**config.mk**
```make
export PLATFORM = sky130hd
export DESIGN_NAME = lifegen_cell_unit
export DESIGN_NICKNAME = d
export VERILOG_FILES = /design/src/rtl/core/lifegen_pkg.sv /design/src/rtl/core/lifegen_cell_unit.sv
export SDC_FILE = /design/constraint.sdc
export NUM_CORES = 1
export LEC_CHECK = 0
export BUFFER_PORTS_ARGS = -buffer_cell sky130_fd_sc_hd__buf_2
export CAP_MARGIN = 15
export CELL_PAD_IN_SITES_DETAIL_PLACEMENT = 0
export CELL_PAD_IN_SITES_GLOBAL_PLACEMENT = 1
export CORE_MARGIN = 2
export CORE_UTILIZATION = 44
export DETAILED_ROUTE_END_ITERATION = 12
export PLACE_DENSITY_LB_ADDON = 0.1
export SLEW_MARGIN = 10
export SYNTH_ARGS = -nofsm -noshare
export SYNTH_HDL_FRONTEND = slang
export SYNTH_SLANG_ARGS = --single-unit
```
**constraint.sdc**
```tcl
create_clock -name vclk -period 25.4
set_input_delay 6.35 -clock vclk [all_inputs]
set_output_delay 6.35 -clock vclk [all_outputs]
set_load 0.02 [all_outputs]
```
**src/rtl/core/lifegen_pkg.sv**
```systemverilog
`timescale 1ns / 1ps

package lifegen_pkg;

    localparam int CMD_W   = 2;
    localparam int COORD_W = 6;
    localparam int SIZE_W  = 7;
    localparam int NBR_W   = 4;
    localparam int ADDR_W  = 3;
    localparam int DATA_W  = 32;

    localparam int DEF_MAX_COLUMNS = 64;
    localparam int DEF_MAX_ROWS    = 64;

    localparam logic [SIZE_W-1:0] SIZE_RESET = 7'd64;

    localparam logic [CMD_W-1:0] CMD_WRITE = 2'd0;
    localparam logic [CMD_W-1:0] CMD_READ  = 2'd1;
    localparam logic [CMD_W-1:0] CMD_STEP  = 2'd2;

    // register index is paddr bit 2
    localparam logic REG_GRID_WIDTH  = 1'b0;
    localparam logic REG_GRID_HEIGHT = 1'b1;

    localparam logic [NBR_W-1:0] BIRTH_COUNT   = 4'd3;
    localparam logic [NBR_W-1:0] SURVIVE_COUNT = 4'd2;

    typedef struct packed {
        logic [CMD_W-1:0]   command;
        logic [COORD_W-1:0] column;
        logic [COORD_W-1:0] row;
        logic               cell_value;
    } in_item_t;

    typedef struct packed {
        logic               cell_state;
        logic [CMD_W-1:0]   completed_command;
    } out_item_t;

    typedef struct packed {
        logic first_col;
        logic last_col;
    } cell_edge_t;

endpackage

```
**src/rtl/core/lifegen_cell_unit.sv**
```systemverilog
`timescale 1ns / 1ps

module lifegen_cell_unit #(
    parameter int MAX_COLUMNS = lifegen_pkg::DEF_MAX_COLUMNS
) (
    input  logic [MAX_COLUMNS-1:0]         above,
    input  logic [MAX_COLUMNS-1:0]         center,
    input  logic [MAX_COLUMNS-1:0]         below,
    input  logic [$clog2(MAX_COLUMNS)-1:0] col,
    input  lifegen_pkg::cell_edge_t        edges,
    output logic                           alive
);
    import lifegen_pkg::*;

    localparam int COL_W = $clog2(MAX_COLUMNS);

    logic [COL_W-1:0] idx_l;
    logic [COL_W-1:0] idx_r;
    logic             al, ac, ar, cl, cc, cr, bl, bc, br;
    logic [NBR_W-1:0] count;

    assign idx_l = col - COL_W'(1);
    assign idx_r = col + COL_W'(1);

    // neighbours beyond the left or right edge of the window count as dead
    assign al = edges.first_col ? 1'b0 : above[idx_l];
    assign cl = edges.first_col ? 1'b0 : center[idx_l];
    assign bl = edges.first_col ? 1'b0 : below[idx_l];
    assign ar = edges.last_col  ? 1'b0 : above[idx_r];
    assign cr = edges.last_col  ? 1'b0 : center[idx_r];
    assign br = edges.last_col  ? 1'b0 : below[idx_r];
    assign ac = above[col];
    assign cc = center[col];
    assign bc = below[col];

    assign count = NBR_W'(al) + NBR_W'(ac) + NBR_W'(ar) + NBR_W'(cl)
                 + NBR_W'(cr) + NBR_W'(bl) + NBR_W'(bc) + NBR_W'(br);

    assign alive = (count == BIRTH_COUNT) || ((count == SURVIVE_COUNT) && cc);

endmodule

```
==> results by group, run 1 <==
Synthesis
  • Adder-Cell Fraction of Synth Area: 0.0287
  • YS warnings: 0
  • Largest family of logic cells by synthesized area: multiplexers
  • Post-Synth XOR/XNOR Area: 0.0174
  • Synthesized cell area: 4960 sq um
  • Post-synthesis mux area share: 0.824
  • Mapped Cells: around 320
  • Syn Area/Cell: 15.3 sq um
  • Synth Area in Compound Gates: 0.0368
  • Sequential share of the synthesized area: 0
  • Distinct cells, synth: 34
  • Synthesized Nets: approximately 530
  • Synth Area in Simple Gates: 0.0328

Timing
  • Relative slew slack: 0.288
  • Pins Over Slew Limit: 0
  • Unrepaired setup endpoints after global routing: no
  • Fin. Hold Viols: 0
  • Maximum clock rate: around 0.052 GHz
  • Fin crit share: 0.751
  • Sum of negative setup slack: 0 ps
  • Final setup fails: 0
  • Worst slew pin tran: approximately 1100 ps
  • Final Critical Period: between 15000 and 20000 ps

Power and ir drop
  • Power density cells: roughly 26 nW/um^2
  • Clock share of power: 0
  • Lkg Pwr: 2.34 nW
  • Net Switching: roughly 0.000067 W
  • Max VDD drop: between 0.02 and 0.03 mV
  • Int Power: 0.0000847 W
  • Seq pwr share: 0
  • Switching share of power: 0.443
  • Combinational cell fraction of total power: 1.000

Min path
  • Hold Crit Start: col[5]
  • Hold Path Class: primary input to output port
  • Hold depth: 4
  • WHS Endpoint: alive

Floorplan
  • Die ar.: between 10000 and 15000 sq um
  • Die X: 110 um
  • Die Y: 110 um
  • Core area: 10900 sq um
  • Initial Util: 0.454
  • Rows: 38
  • I/O pin total: roughly 200

Place
  • Port Buffers: 201
  • RD Place Congestion: approximately 0.83
  • HPWL after DPL: around 12 mm

Layout
  • Clkbuf count: 0
  • Final core occ: 0.546
  • Commonest non-fill, non-tap cell in the layout: buf_2
  • Most frequent cells in the layout: buf_2 (200), mux4_2 (163), mux2i_1 (33)
  • Synth-to-Final Area Change: 20.2%
  • N_diodes: 0
  • Register area: 0 sq um
  • Layout cell share with drive strength beyond 1: 0.779
  • Num sequential: 0
  • Fill cell count: around 950
  • Final nets: roughly 700

Global route
  • First-pass GRT wire length: approximately 23 mm
  • Vias in the first global route: between 4000 and 5000
  • Initial antenna violation count: 0
  • Met3 usage: 0.0118
  • Met1 GRT Util: 0.362
  • Pin count of the biggest net entering global routing: 100
  • Met2 usage in global routing: 0.433
  • Grt peak-use layer: met2
  • Total congestion overflow: 0
  • Total global-route track usage: 0.246

Route
  • Drt first pass iters: 4
  • DR DRC count: 0
  • DR WL/cell: about 24 um
  • WL final: 14.9 mm
  • Violation count after the first detailed-route iteration: around 450
  • Vias per inst: 6.96
  • DR vias: around 4400
  • Post-route ant nets: 0

Setup path
  • CP required: around 19000 ps
  • Max FO, Critical Path: 60
  • Crit path DAT: between 10000 and 15000 ps
  • Critical path capture point type: output port
  • Critical path launch point type: primary input
  • Worst Setup Path Type: primary input to output port

Clock network
  • Resized cells post-CTS: 0
  • # Post-CTS Setup Buffers: 0
  • Cts hold-fix bufs: 0

Run
  • Max_cap viols: 0

Outcome
  • Outcome: completed
## synthesized netlist by cell type (all sizes together), types with 4 or more instances
cell type  number  area share
nor2b           6      0.0076
xor2            6       0.011
mux2i          33       0.067
nand3           5      0.0050
clkbuf          5      0.0038
a211oi         12       0.018
nand2           9      0.0068
nor2            5      0.0038
a21oi           4      0.0040
fa              4       0.016
inv             4      0.0030
mux4          165        0.75
ha              5       0.013
buf            39       0.054
## metrics by stage
| step | area (sq um) | cells | setup WS (ps) | total power (W) | hold WS [ps] |
|---|---|---|---|---|---|
| CTS | 5960 | 627 | 6240 | 0.000153 | 13380 |
| finish | 5970 | 628 | 6320 | 0.000152 | 13380 |
| detailed placement | 5960 | 627 | 6210 | 0.000152 | 13390 |
| floorplan | 4960 | 324 | 7390 | 0.000109 | 13280 |
| global route | 5970 | 628 | 5880 | 0.000165 | 13430 |
| global placement | 5960 | 627 | 6370 | 0.000150 | 13390 |
## power by group through the flow
stage               logic [W]  clock network (W)  registers (W)
detailed placement   0.000152                  0              0
floorplan            0.000109                  0              0
CTS                  0.000153                  0              0
global route         0.000165                  0              0
finish               0.000152                  0              0
global placement     0.000150                  0              0
## worst max-delay path, cell delays in order
cell and delay [ps]:
buf_2 70, buf_4 610, inv_1 310, ha_4 610, buf_4 750, mux4_2 430
mux4_2 470, mux2_2 270, o21ai_1 180, fa_1 440, inv_1 70, fa_1 420
fa_1 440, ha_1 230, fa_1 440, o21ai_0 160, nand2_1 70, nor2_1 130
buf_2 180
## final cells by class
cell class | instances | area (sq um) | share of cell area
inverter | 4 | 15.0 | 0.00252
multi-input combinational | 276 | 4710 | 0.789
tap | 140 | 175 | 0.0294
timing repair buffer | 208 | 1070 | 0.179
## kinds of logic (layout without fill, tap and decap cells)
group           Yosys count  after routing
mux                     201            201
buf+inv                  48            212
simple gates             31             31
compound gates           26             26
fa+ha+maj                 9              9
xor+xnor                  9              9
## worst max path at each step
stage / start / to / slack [ps]
4_1_cts: col[1] / alive / 6240
5_1_grt: col[1] / alive / 5880
6_report: col[1] / alive / 6320
3_5_place_dp: col[1] / alive / 6210
3_3_place_gp: col[1] / alive / 6370
2_1_floorplan: col[1] / alive / 7390
## routing by layer
metal / share of wire / vias up
li1: - / 1854
met1: 0.40 / 2279
met2: 0.52 / 230
met3: 0.078 / 6
met4: 0.0042 / 0
met5: 0 / -
Power figures use the tool's default switching activity.
==> run 2: changes to the inputs <==
--- a/config.mk
+++ b/config.mk
@@ -10,7 +10,7 @@
 export CELL_PAD_IN_SITES_DETAIL_PLACEMENT = 0
 export CELL_PAD_IN_SITES_GLOBAL_PLACEMENT = 1
 export CORE_MARGIN = 2
-export CORE_UTILIZATION = 44
+export CORE_UTILIZATION = 41
 export DETAILED_ROUTE_END_ITERATION = 12
 export PLACE_DENSITY_LB_ADDON = 0.1
 export SLEW_MARGIN = 10
==> constraint.sdc (replaced) <==
create_clock -name vclk -period 18.37
set_input_delay 4.5925 -clock vclk [all_inputs]
set_output_delay 4.5925 -clock vclk [all_outputs]
set_load 0.02 [all_outputs]
==> run 2 against run 1 <==
Power increased by 38%; hold slack lost 3600 ps; core utilization decreased by 4.4 points; global-route usage shrank 1.3 points; cell count rose by 1.1%; sequential cell count is the same; clock-buffer cell count stayed put; sequential share of layout area is the same; critical path depth unchanged; via count rose by 0.69%; critical endpoint unchanged.
==> results by group, run 2 (same netlist as run 1, synthesis figures left out) <==
Route
  • DR WL/cell: 24.0 um (+0.99%)
  • DR DRC count: 0 (unchanged)
  • Drt first pass iters: 4 (unchanged)
  • WL final: 15.2 mm (+2.1%)
  • Post-route ant nets: 0 (unchanged)
  • DR vias: 4399 (+0.69%)
  • Vias per inst: 6.93 (-0.42%)
  • Violation count after the first detailed-route iteration: 464 (+4.0%)

Layout
  • Num sequential: 0 (unchanged)
  • Non-Filler Cell Area, Final: 5970 sq um (+0.15%)
  • Synth-to-Final Area Change: 20.4%
  • Most frequent cells in the layout: buf_2 (200), mux4_2 (163), mux2i_1 (33)
  • Clkbuf count: 0 (unchanged)
  • Post-Layout Cell Count: 635 (+1.1%)
  • N_diodes: 0 (unchanged)
  • Commonest non-fill, non-tap cell in the layout: buf_2
  • Fill cell count: 1096 (+15%)
  • Register area: 0 sq um (unchanged)
  • Area of the multi-input gates: 4710 sq um (unchanged)
  • Layout cell share with drive strength beyond 1: 0.779 (unchanged)
  • Final nets: 699 (unchanged)

Timing
  • Fin. Hold Viols: 0 (unchanged)
  • Min Hold Slack: 9830 ps (-3560 ps)
  • Sum of negative setup slack: 0 ps (unchanged)
  • Pins Over Slew Limit: 0 (unchanged)
  • Worst slew pin tran: 984 ps (-82.6 ps)
  • Final Critical Period: ~16000 ps
  • Unrepaired setup endpoints after global routing: no
  • Fin crit share: 0.849
  • Relative slew slack: 0.339 (+0.0510)
  • Final setup fails: 0 (unchanged)
  • Maximum clock rate: roughly 0.064 GHz

Min path
  • Hold Crit Start: col[5]
  • WHS Endpoint: alive
  • Hold Path Class: primary input to output port
  • Hold depth: 5 (+1)

Setup path
  • Critical path launch point type: primary input
  • WP buf/inv: 6 (unchanged)
  • CP cell instances: buf_2 -> buf_4 -> inv_1 -> ha_4 -> buf_4 -> mux4_2 -> mux4_2 -> mux2_2 -> o21ai_1 -> fa_1 -> inv_1 -> fa_1 -> fa_1 -> ha_1 -> fa_1 -> o21ai_0 -> nand2_1 -> nor2_1 -> buf_2
  • Crit path DAT: 11000 ps (-1730 ps)
  • Slowest stage delay, CP: 790 ps (+40 ps)
  • CP required: 13780 ps (-5270 ps)
  • Most used cell, CP: fa_1
  • Worst path top cell family by delay: adder cells
  • Max FO, Critical Path: 48 (-20%)
  • Worst Setup Path Type: primary input to output port
  • Critical path capture point type: output port
  • Crit-path slowest cell: ha_4

Power and ir drop
  • Lkg Pwr: 2.34 nW (unchanged)
  • Design Power: 0.000210 W (+38%)
  • Clock share of power: 0 (unchanged)
  • Max VDD drop: 0.0313 mV (+5.1%)
  • Int Power: 0.000117 W (+38%)
  • Combinational cell fraction of total power: 1.000 (about the same)
  • Net Switching: 0.0000934 W (+38%)
  • Seq pwr share: 0 (unchanged)
  • Power density cells: 35.2 nW/um^2 (+38%)
  • Switching share of power: 0.444 (about the same)

Run
  • Max_cap viols: 0 (unchanged)

Floorplan
  • I/O pin total: 201 (unchanged)
  • Rows: 40 (+5.3%)
  • Core area: 11900 sq um (+8.9%)
  • Die ar.: 13000 sq um (+7.1%)
  • Initial Util: 0.417 (-0.0372)
  • Die Y: 114 um (+3.5%)
  • Die X: 114 um (+3.5%)

Place
  • RD Place Congestion: 0.887 (+6.4%)
  • HPWL after DPL: 12.1 mm (+3.1%)
  • Placed Area: 5970 sq um (+0.27%)
  • Inst Count DP: 635 (+1.3%)
  • Port Buffers: 201 (unchanged)

Clock network
  • Cts hold-fix bufs: 0 (unchanged)
  • Resized cells post-CTS: 0 (unchanged)
  • # Post-CTS Setup Buffers: 0 (unchanged)

Outcome
  • Outcome: completed

Global route
  • Vias in the first global route: 4502 (+5.5%)
  • First-pass GRT wire length: 24.1 mm (+4.5%)
  • Initial antenna violation count: 0 (unchanged)
  • Pin count of the biggest net entering global routing: 100 (unchanged)
  • Total congestion overflow: 0 (unchanged)
  • Total global-route track usage: 0.233 (-0.0129)
run 2: cell counts in the layout (fill, tap and decap cells not counted):
No cell type changed its count.
run 2: area by class of cell:
cell class	count	share of cell area
Timing Repair Buffer	208	0.179
Multi-Input combinational cell	276	0.788
Tap cell	147	0.0308
Inverter	4	0.00251
run 2: power by group through the flow:
stage / Clock (W) / Combinational, W / Sequential, W
CTS: 0 / 0.000212 / 0
global route: 0 / 0.000229 / 0
detailed placement: 0 / 0.000211 / 0
finish: 0 / 0.000210 / 0
floorplan: 0 / 0.000151 / 0
global placement: 0 / 0.000209 / 0
run 2: tightest hold or removal path: stages:
cell and delay (ps):
buf_2 210, nor2_1 140, a311oi_1 50, nor2_1 80, buf_2 170
run 2: worst max path at each step:
stage	from	to	slack (ps)	cells after the start
after floorplan	col[1]	alive	3870	20
after global placement	col[1]	alive	2830	19
after detailed placement	col[1]	alive	2740	19
after CTS	col[1]	alive	2730	19
after global routing	col[1]	alive	2280	19
final	col[1]	alive	2770	19
run 2: metrics by stage:
step | utilization | setup WS, ps
after detailed placement | 0.502 | 2740
after CTS | 0.502 | 2730
after global routing | 0.502 | 2280
final | 0.502 | 2770
after global placement | 0.502 | 2830
after floorplan | - | 3870
run 2: layer usage:
layer,global-route usage,vias to the layer above,part of all wire
met2,0.408,238,0.51
met1,0.344,2304,0.41
li1,-,1851,-
met5,0,-,0
met4,0.00813,0,0.0041
met3,0.0154,6,0.069
